File: src/rtl/top_k_min_heap_selector_top_defines.svh
// Assertion macros shared by the top k min-heap selector RTL.
`ifndef TOP_K_MIN_HEAP_SELECTOR_TOP_DEFINES_SVH
`define TOP_K_MIN_HEAP_SELECTOR_TOP_DEFINES_SVH

// Check that cons holds in the same cycle as ante.
`define TKHS_ASSERT_SAME(label, clk, rst, ante, cons, msg) \
   label: assert property (@(posedge clk) disable iff (rst) (ante) |-> (cons)) \
      else $error(msg);

// Check that cons holds in the cycle after ante.
`define TKHS_ASSERT_NEXT(label, clk, rst, ante, cons, msg) \
   label: assert property (@(posedge clk) disable iff (rst) (ante) |=> (cons)) \
      else $error(msg);

`endif

File: src/rtl/tkhs_pkg.sv
// Shared types and constants of the top k min-heap selector.
package tkhs_pkg;

   localparam int HEAP_SIZE_DEF = 16;
   localparam int WEIGHT_W      = 32;
   localparam int ID_W          = 32;

   localparam logic signed [WEIGHT_W-1:0] W_MIN = {1'b1, {(WEIGHT_W-1){1'b0}}};

   typedef enum logic [1:0] {
      OP_INSERT = 2'd0,
      OP_DRAIN  = 2'd1
   } op_type;

   typedef struct packed {
      logic signed [WEIGHT_W-1:0] weight;
      logic [ID_W-1:0]            id;
   } slot_type;

   localparam int SLOT_W = $bits(slot_type);

   typedef enum logic [3:0] {
      S_IDLE,
      S_INS_CHK,
      S_INS_RDL,
      S_INS_RDR,
      S_INS_PICK,
      S_INS_MOVE,
      S_INS_PLACE,
      S_DRN_SCAN,
      S_DRN_EMIT
   } state_type;

endpackage

File: src/rtl/top_k_min_heap_selector_top.sv
// Top level of the top k min-heap selector: sequencer, shared compare, slot store.
//
// Keeps the HEAP_SIZE heaviest (weight, item id) words seen, as a binary min-heap
// whose root is the lightest kept word.
// Input channel: drive req_op, req_weight, req_item_id with start high; a word is
// taken at a rising edge where start is high and busy is low.
//   req_op = insert: a weight not above the root is dropped; otherwise it
//   replaces the root and sifts down. Each heap level costs two RAM reads (left
//   and right child) on the one read port and two passes through the single
//   signed comparator.
//   req_op = drain: emits all HEAP_SIZE slots heaviest first, equal weights in
//   ascending slot order, then clears the store. Each word takes one scan over the
//   RAM and then one emit state, in which it is output.
// Result channel: rsp_strobe marks each drain word for exactly one cycle; rsp_last
// flags the final one. The receiver cannot stall; busy stays high until done.
// Empty slots leave with rsp_valid_entry low, the most negative weight and id zero.
// Reset (synchronous, active high) empties every slot at once through the valid
// flags; the RAM itself needs no clearing pass.
`include "top_k_min_heap_selector_top_defines.svh"

module top_k_min_heap_selector_top #(
   parameter int HEAP_SIZE = tkhs_pkg::HEAP_SIZE_DEF
) (
   input  logic                                 clock,
   input  logic                                 reset,
   input  logic                                 start,
   output logic                                 busy,
   input  logic                                 req_op,
   input  logic signed [tkhs_pkg::WEIGHT_W-1:0] req_weight,
   input  logic        [tkhs_pkg::ID_W-1:0]     req_item_id,
   output logic                                 rsp_strobe,
   output logic                                 rsp_valid_entry,
   output logic signed [tkhs_pkg::WEIGHT_W-1:0] rsp_out_weight,
   output logic        [tkhs_pkg::ID_W-1:0]     rsp_out_id,
   output logic                                 rsp_last
);

   import tkhs_pkg::*;

   localparam int AW = $clog2(HEAP_SIZE);
   localparam int CW = AW + 2;   // child index, wide enough for 2*p+2

   function automatic logic [CW-1:0] left_of(input logic [AW-1:0] p);
      left_of = ({2'b00, p} << 1) + CW'(1);
   endfunction

   // sequencer
   state_type state_ff, state_in;

   // candidate and hole position during sift-down
   logic signed [WEIGHT_W-1:0] cand_w_ff, cand_w_in;
   logic [ID_W-1:0]            cand_id_ff, cand_id_in;
   logic [AW-1:0]              pos_ff, pos_in;

   // lighter child under test
   logic signed [WEIGHT_W-1:0] child_w_ff, child_w_in;
   logic [ID_W-1:0]            child_id_ff, child_id_in;
   logic                       child_v_ff, child_v_in;
   logic [AW-1:0]              child_idx_ff, child_idx_in;

   // drain selection
   logic [AW:0]                sc_ff, sc_in;
   logic                       have_ff, have_in;
   logic signed [WEIGHT_W-1:0] best_w_ff, best_w_in;
   logic [ID_W-1:0]            best_id_ff, best_id_in;
   logic                       best_v_ff, best_v_in;
   logic [AW-1:0]              best_idx_ff, best_idx_in;
   logic [AW-1:0]              out_cnt_ff, out_cnt_in;
   logic [HEAP_SIZE-1:0]       done_ff, done_in;

   // per-slot occupancy; a clear slot reads as the most negative weight and id zero
   logic [HEAP_SIZE-1:0]       slot_valid_ff, slot_valid_in;

   // slot store
   logic                       wr_en;
   slot_type                   wr_data;
   logic [AW-1:0]              rd_addr;
   logic [AW-1:0]              rd_idx_ff;
   slot_type                   rd_data;

   logic signed [WEIGHT_W-1:0] eff_rd_w;
   logic [ID_W-1:0]            eff_rd_id;
   logic                       rd_valid;

   // shared signed comparator
   logic signed [WEIGHT_W-1:0] cmp_a, cmp_b;
   logic                       cmp_lt;

   logic [CW-1:0]              lidx, ridx;
   logic                       l_has, r_has, child_l_has;
   logic                       drain_last;

   tkhs_ram #(
      .WIDTH(SLOT_W),
      .DEPTH(HEAP_SIZE)
   ) u_slot_ram (
      .clock  (clock),
      .wr_en  (wr_en),
      .wr_addr(pos_ff),
      .wr_data(wr_data),
      .rd_addr(rd_addr),
      .rd_data(rd_data)
   );

   assign lidx        = left_of(pos_ff);
   assign ridx        = lidx + CW'(1);
   assign l_has       = lidx < CW'(HEAP_SIZE);
   assign r_has       = ridx < CW'(HEAP_SIZE);
   assign child_l_has = left_of(child_idx_ff) < CW'(HEAP_SIZE);
   assign drain_last  = out_cnt_ff == AW'(HEAP_SIZE - 1);

   // mask the raw RAM word with the slot's valid flag
   assign rd_valid  = slot_valid_ff[rd_idx_ff];
   assign eff_rd_w  = rd_valid ? rd_data.weight : W_MIN;
   assign eff_rd_id = rd_valid ? rd_data.id : '0;

   assign cmp_lt = cmp_a < cmp_b;

   assign busy            = state_ff != S_IDLE;
   assign rsp_valid_entry = best_v_ff;
   assign rsp_out_weight  = best_w_ff;
   assign rsp_out_id      = best_id_ff;

   // next state
   always_comb begin
      state_in = state_ff;
      case (state_ff)
         S_IDLE: begin
            if (start) begin
               state_in = (req_op == OP_DRAIN[0]) ? S_DRN_SCAN : S_INS_CHK;
            end
         end
         S_INS_CHK: begin
            // root < candidate: take the root's place, else drop
            if (cmp_lt) begin
               state_in = l_has ? S_INS_RDL : S_INS_PLACE;
            end else begin
               state_in = S_IDLE;
            end
         end
         S_INS_RDL:  state_in = S_INS_RDR;
         S_INS_RDR:  state_in = S_INS_PICK;
         S_INS_PICK: state_in = S_INS_MOVE;
         S_INS_MOVE: begin
            if (cmp_lt && child_l_has) begin
               state_in = S_INS_RDL;
            end else begin
               state_in = S_INS_PLACE;
            end
         end
         S_INS_PLACE: state_in = S_IDLE;
         S_DRN_SCAN: begin
            if (sc_ff == (AW+1)'(HEAP_SIZE)) begin
               state_in = S_DRN_EMIT;
            end
         end
         S_DRN_EMIT: state_in = drain_last ? S_IDLE : S_DRN_SCAN;
         default:    state_in = S_IDLE;
      endcase
   end

   // outputs: RAM controls, comparator operands, result strobe
   always_comb begin
      rd_addr    = '0;
      wr_en      = 1'b0;
      wr_data    = '{weight: cand_w_ff, id: cand_id_ff};
      cmp_a      = eff_rd_w;
      cmp_b      = cand_w_ff;
      rsp_strobe = 1'b0;
      rsp_last   = 1'b0;
      case (state_ff)
         S_IDLE:    rd_addr = '0;   // root word ready for the check
         S_INS_CHK: rd_addr = '0;
         S_INS_RDL: rd_addr = lidx[AW-1:0];
         S_INS_RDR: rd_addr = ridx[AW-1:0];
         S_INS_PICK: begin
            cmp_a = eff_rd_w;
            cmp_b = child_w_ff;
         end
         S_INS_MOVE: begin
            // lift the child into the hole; a stop overwrites it in PLACE
            cmp_a   = child_w_ff;
            cmp_b   = cand_w_ff;
            wr_en   = 1'b1;
            wr_data = '{weight: child_w_ff, id: child_id_ff};
         end
         S_INS_PLACE: wr_en = 1'b1;
         S_DRN_SCAN: begin
            rd_addr = sc_ff[AW-1:0];
            cmp_a   = best_w_ff;
            cmp_b   = eff_rd_w;
         end
         S_DRN_EMIT: begin
            rsp_strobe = 1'b1;
            rsp_last   = drain_last;
         end
         default: rd_addr = '0;
      endcase
   end

   // datapath next values
   always_comb begin
      cand_w_in     = cand_w_ff;
      cand_id_in    = cand_id_ff;
      pos_in        = pos_ff;
      child_w_in    = child_w_ff;
      child_id_in   = child_id_ff;
      child_v_in    = child_v_ff;
      child_idx_in  = child_idx_ff;
      sc_in         = sc_ff;
      have_in       = have_ff;
      best_w_in     = best_w_ff;
      best_id_in    = best_id_ff;
      best_v_in     = best_v_ff;
      best_idx_in   = best_idx_ff;
      out_cnt_in    = out_cnt_ff;
      done_in       = done_ff;
      slot_valid_in = slot_valid_ff;
      case (state_ff)
         S_IDLE: begin
            if (start) begin
               cand_w_in  = req_weight;
               cand_id_in = req_item_id;
               pos_in     = '0;
               sc_in      = '0;
               have_in    = 1'b0;
            end
         end
         S_INS_RDR: begin
            // left child word arrives
            child_w_in   = eff_rd_w;
            child_id_in  = eff_rd_id;
            child_v_in   = rd_valid;
            child_idx_in = lidx[AW-1:0];
         end
         S_INS_PICK: begin
            // right child wins only when strictly lighter
            if (r_has && cmp_lt) begin
               child_w_in   = eff_rd_w;
               child_id_in  = eff_rd_id;
               child_v_in   = rd_valid;
               child_idx_in = ridx[AW-1:0];
            end
         end
         S_INS_MOVE: begin
            if (cmp_lt) begin
               slot_valid_in[pos_ff] = child_v_ff;
               pos_in                = child_idx_ff;
            end
         end
         S_INS_PLACE: slot_valid_in[pos_ff] = 1'b1;
         S_DRN_SCAN: begin
            // first hit of the heaviest weight keeps ties in slot order
            if (sc_ff != '0 && !done_ff[rd_idx_ff] && (!have_ff || cmp_lt)) begin
               have_in     = 1'b1;
               best_w_in   = eff_rd_w;
               best_id_in  = eff_rd_id;
               best_v_in   = rd_valid;
               best_idx_in = rd_idx_ff;
            end
            sc_in = sc_ff + (AW+1)'(1);
         end
         S_DRN_EMIT: begin
            done_in[best_idx_ff] = 1'b1;
            if (drain_last) begin
               slot_valid_in = '0;
               done_in       = '0;
               out_cnt_in    = '0;
            end else begin
               out_cnt_in = out_cnt_ff + AW'(1);
            end
            sc_in   = '0;
            have_in = 1'b0;
         end
         default: have_in = have_ff;
      endcase
   end

   // control registers
   always_ff @(posedge clock) begin
      if (reset) begin
         state_ff      <= S_IDLE;
         slot_valid_ff <= '0;
         done_ff       <= '0;
         out_cnt_ff    <= '0;
         sc_ff         <= '0;
         have_ff       <= 1'b0;
      end else begin
         state_ff      <= state_in;
         slot_valid_ff <= slot_valid_in;
         done_ff       <= done_in;
         out_cnt_ff    <= out_cnt_in;
         sc_ff         <= sc_in;
         have_ff       <= have_in;
      end
   end

   // payload registers
   always_ff @(posedge clock) begin
      cand_w_ff    <= cand_w_in;
      cand_id_ff   <= cand_id_in;
      pos_ff       <= pos_in;
      child_w_ff   <= child_w_in;
      child_id_ff  <= child_id_in;
      child_v_ff   <= child_v_in;
      child_idx_ff <= child_idx_in;
      best_w_ff    <= best_w_in;
      best_id_ff   <= best_id_in;
      best_v_ff    <= best_v_in;
      best_idx_ff  <= best_idx_in;
      rd_idx_ff    <= rd_addr;
   end

   `TKHS_ASSERT_SAME(a_strobe_busy, clock, reset, rsp_strobe, busy && (state_ff == S_DRN_EMIT), "result strobe outside a drain emit")
   `TKHS_ASSERT_NEXT(a_insert_silent, clock, reset, start && !busy && (req_op == OP_INSERT[0]), !rsp_strobe, "insert produced a result")
   `TKHS_ASSERT_NEXT(a_drain_clears, clock, reset, rsp_strobe && rsp_last, (slot_valid_ff == '0) && (done_ff == '0) && !busy, "store not cleared after drain")
   `TKHS_ASSERT_SAME(a_emit_count, clock, reset, 1'b1, $countones(done_ff) == int'(out_cnt_ff), "emitted slot count mismatch")

endmodule

File: src/rtl/tkhs_ram.sv
// Generic single write port, single read port RAM with registered read data.
module tkhs_ram #(
   parameter int WIDTH = 64,
   parameter int DEPTH = 16
) (
   input  logic                     clock,
   input  logic                     wr_en,
   input  logic [$clog2(DEPTH)-1:0] wr_addr,
   input  logic [WIDTH-1:0]         wr_data,
   input  logic [$clog2(DEPTH)-1:0] rd_addr,
   output logic [WIDTH-1:0]         rd_data
);

   logic [WIDTH-1:0] mem_ff [DEPTH];

   always_ff @(posedge clock) begin
      if (wr_en) begin
         mem_ff[wr_addr] <= wr_data;
      end
      rd_data <= mem_ff[rd_addr];
   end

endmodule
File: config.mk
export PLATFORM = sky130hd
export DESIGN_NAME = top_k_min_heap_selector_top
export DESIGN_NICKNAME = d
export VERILOG_FILES = /design/src/rtl/tkhs_pkg.sv /design/src/rtl/top_k_min_heap_selector_top.sv /design/src/rtl/tkhs_ram.sv
export VERILOG_INCLUDE_DIRS = /design/src /design/src/rtl
export SDC_FILE = /design/constraint.sdc
export NUM_CORES = 2
export LEC_CHECK = 0
export BUFFER_PORTS_ARGS = -buffer_cell sky130_fd_sc_hd__buf_4
export CORE_ASPECT_RATIO = 0.8
export CORE_UTILIZATION = 65
export DETAILED_ROUTE_END_ITERATION = 16
export PLACE_DENSITY_LB_ADDON = 0.3
export SETUP_SLACK_MARGIN = 0.05
export SYNTH_ARGS = -nofsm -noshare
export SYNTH_HDL_FRONTEND = slang
export SYNTH_SLANG_ARGS = --single-unit
File: constraint.sdc
create_clock -name clock -period 21.2 [get_ports clock]
set_input_delay 2.12 -clock clock [delete_from_list [all_inputs] [get_ports clock]]
set_output_delay 2.12 -clock clock [all_outputs]
set_load 0.05 [all_outputs]
## Yosys cells after proc, flatten, opt, wreduce, memory -nomap -nowiden

Memory sizes are Yosys's and may differ from the RTL's. A register that Yosys moved wholly into a read port is not among the register bits.
Index checks and enable logic that the tools add are counted.

- $add $sub $neg: 5
- Multiply operators: 0
- Divide/modulo/power cells: 0
- Magnitude comparators: 9
- Equality and inequality tests: 16
- Shift operators: 0
- Muxes and demuxes: 49
- Bitwise logic cells: 2
- Reductions and logical operators: 25

Operator list:

| kind | number |
|---|---|
| 32-bit case mux with 2 select lines | 4 |
| 32-bit two-way mux | 4 |
| 64-bit two-way mux | 1 |
| 16-bit two-way mux | 3 |
| 16-bit case mux with 3 select lines | 1 |
| 32-bit less-than comparator | 1 |
| 16-bit bitwise OR | 2 |
| 4-bit case mux with 8 select lines | 1 |
| 4-bit two-way mux | 6 |
| 6-bit by 5-bit less-than comparator with 1-bit output, second input constant | 3 |
| 16-bit bitwise mux | 1 |
| 4-bit by 3-bit equality test with 1-bit output, second input constant | 4 |
| 4-bit case mux with 2 select lines | 2 |
| 4-bit by 5-bit less-than comparator with 1-bit output, second input constant | 3 |
| 3-bit two-way mux | 5 |
| 5-bit case mux with 3 select lines | 1 |
| 5-bit by 1-bit adder with 6-bit output, second input constant | 2 |
| 1-bit two-way mux | 12 |
| 2-bit inequality test, second input constant | 6 |
| 4-bit case mux with 3 select lines | 1 |
| 2-bit AND reduction | 5 |
| 3-bit AND reduction | 3 |
| 1-bit binary-select mux with 4-bit select | 2 |
| 1-bit demux with 4-bit select | 2 |
| other kinds (20) | 31 |

- Bits in registers: 256
- Bits in latches: 0
- Bits in writable memories: 1024
- ROM bits: 0
- Bits of input ports: 68
- Output and inout port bits: 68
- Logic and storage cells: 125
- Memories: 1

Memory list:

| memory | words | width | read ports | clocked after Yosys merged registers in | write ports | RTL line | RTL |
|---|---|---|---|---|---|---|---|
| u_slot_ram.mem_ff | 16 | 64 | 1 | 1 | 1 | tkhs_ram.sv:14 | `logic [WIDTH-1:0] mem_ff [DEPTH];` |

## Longest topological paths before layout

- Depth in word-level cells: 9
- Gate-level depth with buffers: 19
- Depth with buffers taken out: 14

## Modules after synthesis

Synthesis repeated with hierarchy kept, for this count alone.

- Cell total of the unflattened synthesis: 2745
- Area, all modules: 51724.6 um2

Modules (own cells, without submodules):

| module | times used | cells each | area each (um2) | sequential area each (um2) |
|---|---|---|---|---|
| tkhs_ram | 1 | 1647 | 39583.0 | 32030.7 |
| top_k_min_heap_selector_top | 1 | 1098 | 12141.6 | 7186.9 |

## Worst setup path after synthesis

No wires, ideal clock.

- Kind: flip-flop to flip-flop
- Start point: register rd_idx_ff[2]
- End point: register best_idx_ff[0], enable pin
- Setup time: 0.519 ns
- Arrival: 7.112 ns
- Required time: 20.681 ns
- Setup slack: 13.569 ns
- Cell stages (with the launch flop): 17
- Path buffers: 3
- Clock period less this slack: 7.631 ns
- Cells stage by stage: dfxtp_1 > buf_6 > mux4_1 > mux4_2 > buf_2 > clkbuf_1 > and2_1 > nand2_1 > o21ai_0 > ha_1 > a211oi_1 > nor2_1 > or4_1 > a221oi_2 > a21oi_2 > o21a_1 > a21oi_1

- Word-level cells in the longest chain between the ends: 8
- Elaborated cells between the ends (all ways): 13
- Those cells by class: 1 x order compare; 7 x mux; 5 x reduce/logical

Ends and longest elaborated chain:

| what | RTL line | RTL |
|---|---|---|
| start: declaration | top_k_min_heap_selector_top.sv:78 | `logic [AW-1:0] rd_idx_ff;` |
| start signal: assignment | top_k_min_heap_selector_top.sv:311 | `rd_idx_ff <= rd_addr;` |
| 1-bit binary-select mux with 4-bit select | top_k_min_heap_selector_top.sv:113 | `assign rd_valid = slot_valid_ff[rd_idx_ff];` |
| 1-bit two-way mux (implied by the code) | top_k_min_heap_selector_top.sv:113 |  |
| 32-bit two-way mux | top_k_min_heap_selector_top.sv:114 | `assign eff_rd_w = rd_valid ? rd_data.weight : W_MIN;` |
| 32-bit case mux with 2 select lines | top_k_min_heap_selector_top.sv:171 | `case (state_ff)` |
| 32-bit less-than comparator | top_k_min_heap_selector_top.sv:117 | `assign cmp_lt = cmp_a < cmp_b;` |
| 1-bit logical OR | top_k_min_heap_selector_top.sv:254 | `if (sc_ff != '0 && !done_ff[rd_idx_ff] && (!have_ff \|\| cmp_lt)) begin` |
| 1-bit logical AND * | top_k_min_heap_selector_top.sv:254 |  |
| 2-bit AND reduction (no line) * | - |  |
| end signal: assignment | top_k_min_heap_selector_top.sv:310 | `best_idx_ff <= best_idx_in;` |
| end: declaration | top_k_min_heap_selector_top.sv:67 | `logic [AW-1:0] best_idx_ff, best_idx_in;` |

Mark *: on every way between the ends. The rest lies on a longest branch, timed or not. The select of a mux whose other input is x is not followed.
A chain may end at the register's enable or synchronous reset.

## Final worst setup path

- Start point: register rd_idx_ff[2]
- End point: register best_w_ff[23] (netlist: rsp_out_weight[23]), enable pin

- Word-level cells in the longest chain between the ends: 8
- Elaborated cells between the ends (all ways): 13
- Those cells by class: 1 x order compare; 7 x mux; 5 x reduce/logical

Ends and longest elaborated chain:

| what | RTL line | RTL |
|---|---|---|
| 1-bit binary-select mux with 4-bit select | top_k_min_heap_selector_top.sv:113 |  |
| 1-bit two-way mux (implied by the code) | top_k_min_heap_selector_top.sv:113 |  |
| 32-bit two-way mux | top_k_min_heap_selector_top.sv:114 |  |
| 32-bit case mux with 2 select lines | top_k_min_heap_selector_top.sv:171 |  |
| 32-bit less-than comparator | top_k_min_heap_selector_top.sv:117 |  |
| 1-bit logical OR | top_k_min_heap_selector_top.sv:254 |  |
| 1-bit logical AND * | top_k_min_heap_selector_top.sv:254 |  |
| 2-bit AND reduction (no line) * | - |  |
| end signal: assignment | top_k_min_heap_selector_top.sv:307 | `best_w_ff <= best_w_in;` |
| end: declaration | top_k_min_heap_selector_top.sv:64 | `logic signed [WEIGHT_W-1:0] best_w_ff, best_w_in;` |

Marks and branches as above.

==> flow_metrics.env <==
export IMPL_die_area_sq_um=83400
export IMPL_dp_hpwl_mm=65.6
export IMPL_synth_seq_area_share_pct=73.4
export IMPL_crit_path_max_incr_delay_ns=1.03
export IMPL_first_global_vias=32300
export IMPL_port_buffer_count=135
export IMPL_viasPerCell=6.50
export IMPL_ctsHoldBuffers=0
export IMPL_drv_slew=0
export IMPL_clock_path_buffers=3
export IMPL_drc_errors=0
export IMPL_syn_inst=4081
export IMPL_power_total_mw=7.38
export IMPL_cpMaxStageDelayCell="a21oi_4"
export IMPL_synth_seq_cells=1344
export IMPL_fin_nets=4209
export IMPL_grt_overflow_total=0
export IMPL_post_cts_resized=0
export IMPL_grt_max_degree=174
export IMPL_yosys_warnings=0
export IMPL_fin_crit_sh_pct=31.6
export IMPL_rsz0062_at_grt="no"
export IMPL_final_layout_size_suffix_gt1_share_pct=11.4
export IMPL_worstSkewPairLatency_ns=0.72
export IMPL_wirelength_mm=130
export IMPL_irDropWorstVdd_mv=0.0967
export IMPL_antenna_cells=0
export IMPL_cts_setup_buffers=0
export IMPL_synth_nets=4187
export IMPL_first_pass_iters=6
export IMPL_htreeDepth=3
export IMPL_finClkSkew_ns=0.0292
export IMPL_grtUsageTotal_pct=31.0
export IMPL_postRouteAntennaNets=0
export IMPL_cp_cell_sequence="mux4_1 > mux4_2 > buf_4 > and2_1 > nand2_1 > o21ai_0 > ha_1 > a2111o_1 > a31oi_1 > o31ai_1 > or3_1 > o21a_1 > a21oi_4 > buf_4"
export IMPL_synth_edf_count=1230
export IMPL_crit_path_frequent_cell="buf_4"
export IMPL_route_vias_total=34500
export IMPL_synth_cell_area_sq_um=53400
export IMPL_async_flop_share_pct=0
export IMPL_fmax_ghz=0.149
export IMPL_status="finished clean"
export IMPL_drtIter0Drc=5664
export IMPL_antenna_found_initial=4
export IMPL_setup_viol=0
export IMPL_p_leak_nw=20.5
export IMPL_critPathArrivalTime_ns=7.03
export IMPL_crit_type="reg -> reg"
export IMPL_min_period_ns=6.70
export IMPL_routedWlPerCell_microns=24.5
export IMPL_relSlewSlack_pct=12.0
export IMPL_mostFrequentLayoutCells="edfxtp_1 (1230), nand2_1 (1082), nand3_1 (525)"
export IMPL_layout_commonest_cell="edfxtp_1"
export IMPL_grt_pass1_wl_mm=194
export IMPL_clk_pin_slew_ns=0.06
export IMPL_areaGrowthSynthToFinish_pct=11.1
export IMPL_timing_setup_tns_ns=0
export IMPL_hold_viol=0
export IMPL_synth_cell_types=64
export IMPL_tightest_slew_ns=1.32
export IMPL_initial_utilization_pct=66.0
export IMPL_cp_top_family="compound AO/OA/AOI/OAI gates"
export IMPL_maxCapViolCount=0
export IMPL_hold_class="reg -> reg"
export IMPL_critPathBufInv=2
export IMPL_die_x_microns=323
export IMPL_cts_buffers=119
export IMPL_worstSetupStartpointType="flip-flop"
export IMPL_required_ns=21.53
export IMPL_rows=93
export IMPL_coreArea_sq_um=81000
export IMPL_crit_path_end_kind="flip-flop"
export IMPL_synth_ff_type="edfxtp_1"
export IMPL_die_h_microns=258
export IMPL_cts_sinks=1344
export IMPL_cp_max_fo=43
export IMPL_powerDensity_nw_per_um2=124
export IMPL_root_buffer="clkbuf_16"
export IMPL_gp_congestion=0.865
export IMPL_syn_avg_cell_area_sq_um=13.1
export IMPL_io_pins=136
export IMPL_cts_tree="yes"
## cell usage after synthesis (8+ instances only)
cell	instances	area [sq um]
mux2i_1	32	320
a21oi_1	62	310
o41ai_1	15	131
nor3_1	8	40.0
nand3_1	525	2630
a22oi_1	15	113
mux2_2	64	721
and2_1	70	438
and3_1	85	532
dfxtp_1	114	2280
a22o_1	30	263
nand2_1	1084	4070
a31oi_1	91	569
inv_1	18	67.6
edfxtp_1	1230	36900
nor2_1	58	218
a311oi_1	128	1120
o21ai_0	43	215
o311ai_0	16	140
ha_1	38	475
clkbuf_1	249	935
mux4_2	8	180
buf_1	14	52.6
## power breakdown
part	switching, mW	internal (mW)	total (mW)
Combinational	1.24	0.504	1.75
Sequential	0.110	3.29	3.40
Clock	0.955	1.28	2.23
## cell families (layout without fill, tap and decap cells)
kind of cell             Yosys count  in the layout  synth area share (%)
AO/OA/AOI/OAI                    430            430                  5.85
multiplexers                     106            106                  2.38
flip-flops                      1344           1344                  73.4
adder cells (fa/ha/maj)           38             38                 0.890
buffers and inverters            299            426                  2.22
AND/OR/NAND/NOR                 1859           1859                  15.2
XOR/XNOR                           5              5                0.0820
## routing by layer
metal,wire length [microns],track usage [%],vias to the layer above,part of all wire [%]
met5,20,0,-,0.015
met4,3150,8.90,2,2.4
met3,15200,5.55,262,12
met2,59300,46.8,2185,46
met1,52000,46.8,16900,40
li1,-,-,15100,-
## cell type report
cell class                 instances  area [sq um]
sequential                      1344         39200
clock buffer                     156          3300
multi-input combinational       2438         13200
timing repair buffer             181          1400
fill                            5074         21600
tap                             1092          1370
clock inverter                    70           771
inverter                          19          91.3
## final timing paths
path,slack (ns),from,endpoint,depth (start not counted)
max,14.50,rd_idx_ff[2],rsp_out_weight[23],14
min,0.47,done_ff[2],done_ff[2],2
max reg2reg,14.50,rd_idx_ff[2],rsp_out_weight[23],14
min reg2reg,0.47,done_ff[2],done_ff[2],2
## registers in the layout, indices dropped and copies added, names as in the netlist, 5 cells and up, named ones only
register and count:
cand_id_ff 32, cand_w_ff 32, child_id_ff 32, child_w_ff 32, done_ff 16, rsp_out_id 32
rsp_out_weight 32, sc_ff 5, u_slot_ram.mem_ff 1024, u_slot_ram.rd_data 64
## tightest hold or removal path, cell delays in order (launching register included)
cell     delay (ns)
dfxtp_1        0.33
a21oi_1        0.04
nor2_1         0.07
## stage by stage
step                hold slack [ns]  setup slack (ns)  util (%)  instance area, sq um  std cells
floorplan                     0.406             13.57         -                 53400       4081
global placement              0.443             14.65      68.3                 55300       5074
detailed placement            0.460             14.56      68.3                 55300       5074
CTS                           0.476             14.52      73.3                 59300       5300
global route                  0.496             14.28      73.3                 59300       5300
finish                        0.474             14.50      73.3                 59300       5300
Power figures use the tool's default switching activity.
